**config.mk**
```make
export PLATFORM = sky130hd
export DESIGN_NAME = mts_cell
export DESIGN_NICKNAME = d
export VERILOG_FILES = /design/src/design/mts_pkg.sv /design/src/design/mts_cell.sv
export SDC_FILE = /design/constraint.sdc
export NUM_CORES = 1
export LEC_CHECK = 0
export ABC_AREA = 1
export BUFFER_PORTS_ARGS = -buffer_cell sky130_fd_sc_hd__buf_2
export CAP_MARGIN = 20
export CORE_ASPECT_RATIO = 0.75
export CORE_MARGIN = 3
export CORE_UTILIZATION = 44
export CTS_BUF_LIST = sky130_fd_sc_hd__clkbuf_16
export CTS_CLUSTER_DIAMETER = 100
export DETAILED_ROUTE_END_ITERATION = 10
export PLACE_DENSITY = 0.9
export SLEW_MARGIN = 10
export SYNTH_ARGS = -nofsm -noshare
export SYNTH_HDL_FRONTEND = slang
export SYNTH_SLANG_ARGS = --single-unit
```
**constraint.sdc**
```tcl
create_clock -name clock -period 3.84 [get_ports clock]
set_input_delay 0.576 -clock clock [delete_from_list [all_inputs] [get_ports clock]]
set_output_delay 0.576 -clock clock [all_outputs]
set_load 0.01 [all_outputs]
```
**src/design/mts_pkg.sv**
```systemverilog
`default_nettype none

package mts_pkg;

   // Default number of entries in the stack
   localparam int DefaultStackDepth = 64;

   localparam int WordWidth   = 32;
   localparam int StatusWidth = 2;

   typedef logic signed [WordWidth-1:0]   word_type;
   typedef logic        [StatusWidth-1:0] status_type;

   // Request opcodes
   localparam logic CMD_PUSH = 1'b0;
   localparam logic CMD_POP  = 1'b1;

   // Result status codes
   localparam status_type STATUS_OK        = 2'd0;
   localparam status_type STATUS_OVERFLOW  = 2'd1;
   localparam status_type STATUS_UNDERFLOW = 2'd2;

   // One stack level: the value and the running minimum at or below it
   typedef struct packed {
      word_type value;
      word_type min;
   } entry_type;

   // Shift control broadcast to every cell
   typedef struct packed {
      logic push;   // shift toward the bottom, cell 0 loads the new entry
      logic pop;    // shift toward the top
   } shift_ctl_type;

endpackage

`default_nettype wire

```
**src/design/mts_cell.sv**
```systemverilog
`default_nettype none

// One level of the stack. Loads from the level above on push and from the
// level below on pop, otherwise holds.
module mts_cell (
   input  wire                    clock,
   input  mts_pkg::shift_ctl_type ctl,
   input  mts_pkg::entry_type     from_above,
   input  mts_pkg::entry_type     from_below,
   output mts_pkg::entry_type     entry
);
   import mts_pkg::*;

   entry_type entry_ff;
   entry_type entry_in;

   // Next entry select
   always_comb begin
      entry_in = entry_ff;
      if (ctl.push) begin
         entry_in = from_above;
      end else if (ctl.pop) begin
         entry_in = from_below;
      end
   end

   // Payload only, no reset needed
   always_ff @(posedge clock) begin
      entry_ff <= entry_in;
   end

   assign entry = entry_ff;

endmodule

`default_nettype wire

```
==> run summary <==
The flow ran to the end, and the final reports show no timing, DRC or antenna violations. The combined area of all synthesized cells came out at 2760 um^2. STA puts the critical path data required time at 3900 ps. The final critical path time including I/O delays and setup came out at 2140 ps. The count of maximum capacitance violations is 0. The share of Yosys cell area claimed by the top area cell type came out at 69.8%. OpenSTA, run right after detailed placement, puts the worst setup slack at 1340 ps. The count of different cell masters after synthesis came out at 6. The first routing iteration left 96 violations. For the worst setup path, the data arrival time is 2200 ps. The final period utilization is 55.8%. Once layout is complete, the utilization of the core stands at between 60 and 70%.

The full die area is 7260 um^2. The async set-reset flop share out of synthesis came out at 0%. The routed length per instance is 13.3 um. The count of boundary I/O pins is between 150 and 200. The starting density of the core is 46.3%. The worst setup path is captured at a register. The vias per cell is 4.61. The last weighted congestion value of the routability-driven placer came out at 0.811.

When the netlist entered floorplanning its net count stood at 402. Summed over all layers, the routed wires come to 7270 um. The post-synthesis sequential element count came out at 64. TritonCTS built the clock tree. The clock transition at the register clock pins on the worst setup and hold paths after CTS is 50 ps. The quantity of hold-fixing buffers added after cts came out at 0. The root buffer cell chosen for the clock tree is sky130_fd_sc_hd__clkbuf_16. The slew of the pin with the lowest slew margin came out at 1010 ps. The number of flip-flops in the largest register is 64. The repair_antennas step left the layout with diodes totalling 0.

The number of antenna violations at the first check in global routing came out at 0. The most used flip-flop cell after synthesis is sky130_fd_sc_hd__edfxtp_1. The clock net in this run drives a total of 64 sinks. Input and output buffers added on the ports amount to about 190.

The number of iterations in the first detailed-routing pass is 5. The leakage dissipation came out at 2.14 nW. The global router's overall resource usage is around 20%. In this run, post-CTS repair resized a total of 0 instances.

The width of the die is about 100 um. The number of endpoints failing setup at the final stage is 0. The number of warnings reported in the yosys synthesis log came out at 0. The final count of pins violating max slew came out at 0. The critical path is of the input port to register type. The number of buffers created by CTS is 9. The number of flops mapped to enable cells by yosys came out at between 60 and 70. The fraction of the yosys area taken by sequential cells came out at between 60% and 70%. The maximum fanout along the worst path came out at 64.

The number of global-route vias before repair is 2399. The buffer count from post-CTS setup fixing came out at 0. The floorplan has 24 rows. The smallest setup slack after layout came out at 1700 ps. The post-route met1 wirelength is 2650 um. The number of cells in the design after placement came out at 532. The final-layout setup total negative slack came out at 0 ps.

The highest metal layer carrying signal wires in the routed design is met4. The maximum count of clock buffers along a single path came out at 2. The DRC violation count after routing came out at 0.

The overall via count from detail_route is around 2500. The number of antenna-violating nets in the routed design is 0. Sorting the synthesized cells by area gives the leading types as sky130_fd_sc_hd__edfxtp_1, sky130_fd_sc_hd__nand2_1, sky130_fd_sc_hd__buf_6. The startpoint type of the worst setup path is an input port. The detailed placement HPWL is 5380 um.

After the last flow step, the layout net total stands at 596. The mean cell area of the mapped netlist came out at 10.2 um^2. The areal power density over the cells came out at 460 nW/um^2. The sum of overflow across all layers after global routing came out at 0.

The floorplan step defined a core boundary enclosing 5950 um^2. Setup repair after global routing left no endpoint under its margin. The wire length of the first global-routing pass is 11100 um. The relative area change from synthesis to final layout came out at 45.2%. The share of post-route cells with drive strength above 1 is 44.9%.

IR analysis of the VDD net gives a maximum drop of ~240 uV. After routing the design area is 4000 um^2. The routed design uses 708 um of met3 wire. The area of placed instances came out at roughly 3700 um^2. The height of the die came out at 74.5 um. The maximum number of pins on one net before global-route repair is 65. The top achievable clock speed is 467 MHz. By count the netlist is led by sky130_fd_sc_hd__nand2_1, sky130_fd_sc_hd__edfxtp_1, sky130_fd_sc_hd__buf_2, sky130_fd_sc_hd__buf_6.

The min-delay analysis places its worst path in the category input port to register. The library cell with the largest summed area after synthesis is sky130_fd_sc_hd__edfxtp_1. The wire length on met2 came out at 3780 um. The most frequent cell after synthesis is sky130_fd_sc_hd__nand2_1.

Headroom to the max-slew limit came out at 32.7%. The count of endpoints failing hold in the final timing report is 0. The post-synthesis cell count came out at 271. The H-tree depth reported by CTS is 3. Once layout is complete, the cells apart from fillers number 546.
==> critical path, cell delays in order <==
cell and delay [ps]:
sky130_fd_sc_hd__buf_2 280, sky130_fd_sc_hd__buf_4 490, sky130_fd_sc_hd__inv_2 520, sky130_fd_sc_hd__nand2_1 210
sky130_fd_sc_hd__nand2_1 90
==> power breakdown <==
part,switching (mW),total (mW),internal [mW]
Sequential,0.0195,0.879,0.860
Combinational,0.151,0.272,0.121
Clock,0.266,0.688,0.422
==> cell families (layout without fill, tap and decap cells) <==
family | after synthesis | in the layout | synth area share [%]
buf+inv | 14 | 211 | 3.86
flops | 64 | 64 | 69.8
simple gates | 193 | 193 | 26.4
==> layout make-up <==
type	count	area, um^2
Fill cell	485	1940
Sequential cell	64	1920
Timing Repair Buffer	196	998
Multi-Input combinational cell	193	727
Clock buffer	9	225
Tap cell	78	97.6
Clock inverter	5	27.5
Inverter	1	3.75
==> per-layer routing <==
| metal | track usage, % | vias up |
|---|---|---|
| li1 | - | 1257 |
| met1 | 21.2 | 1093 |
| met2 | 36.8 | 151 |
| met3 | 7.40 | 14 |
| met4 | 7.68 | 0 |
| met5 | 0 | - |
==> cells in the final DEF, fill, tap and decap left out, drive strengths merged <==
master / instances
edfxtp: 64
nand2: 192
buf: 196
clkinv: 2
or2: 1
clkinvlp: 2
inv: 2
clkbuf: 9
==> final timing paths <==
path   endpoint  slack [ps]  cells after the start      startpoint
max   entry[42]        1700                      5          ctl[1]
min   entry[16]         520                      3  from_below[16]
==> stage by stage <==
stage	hold WS (ps)	power, mW
floorplan	755	1.01
detailed placement	843	1.17
global placement	837	1.16
finish	518	1.84
global route	511	1.92
CTS	508	1.86
No activity file was read; power rests on OpenSTA's default activity.
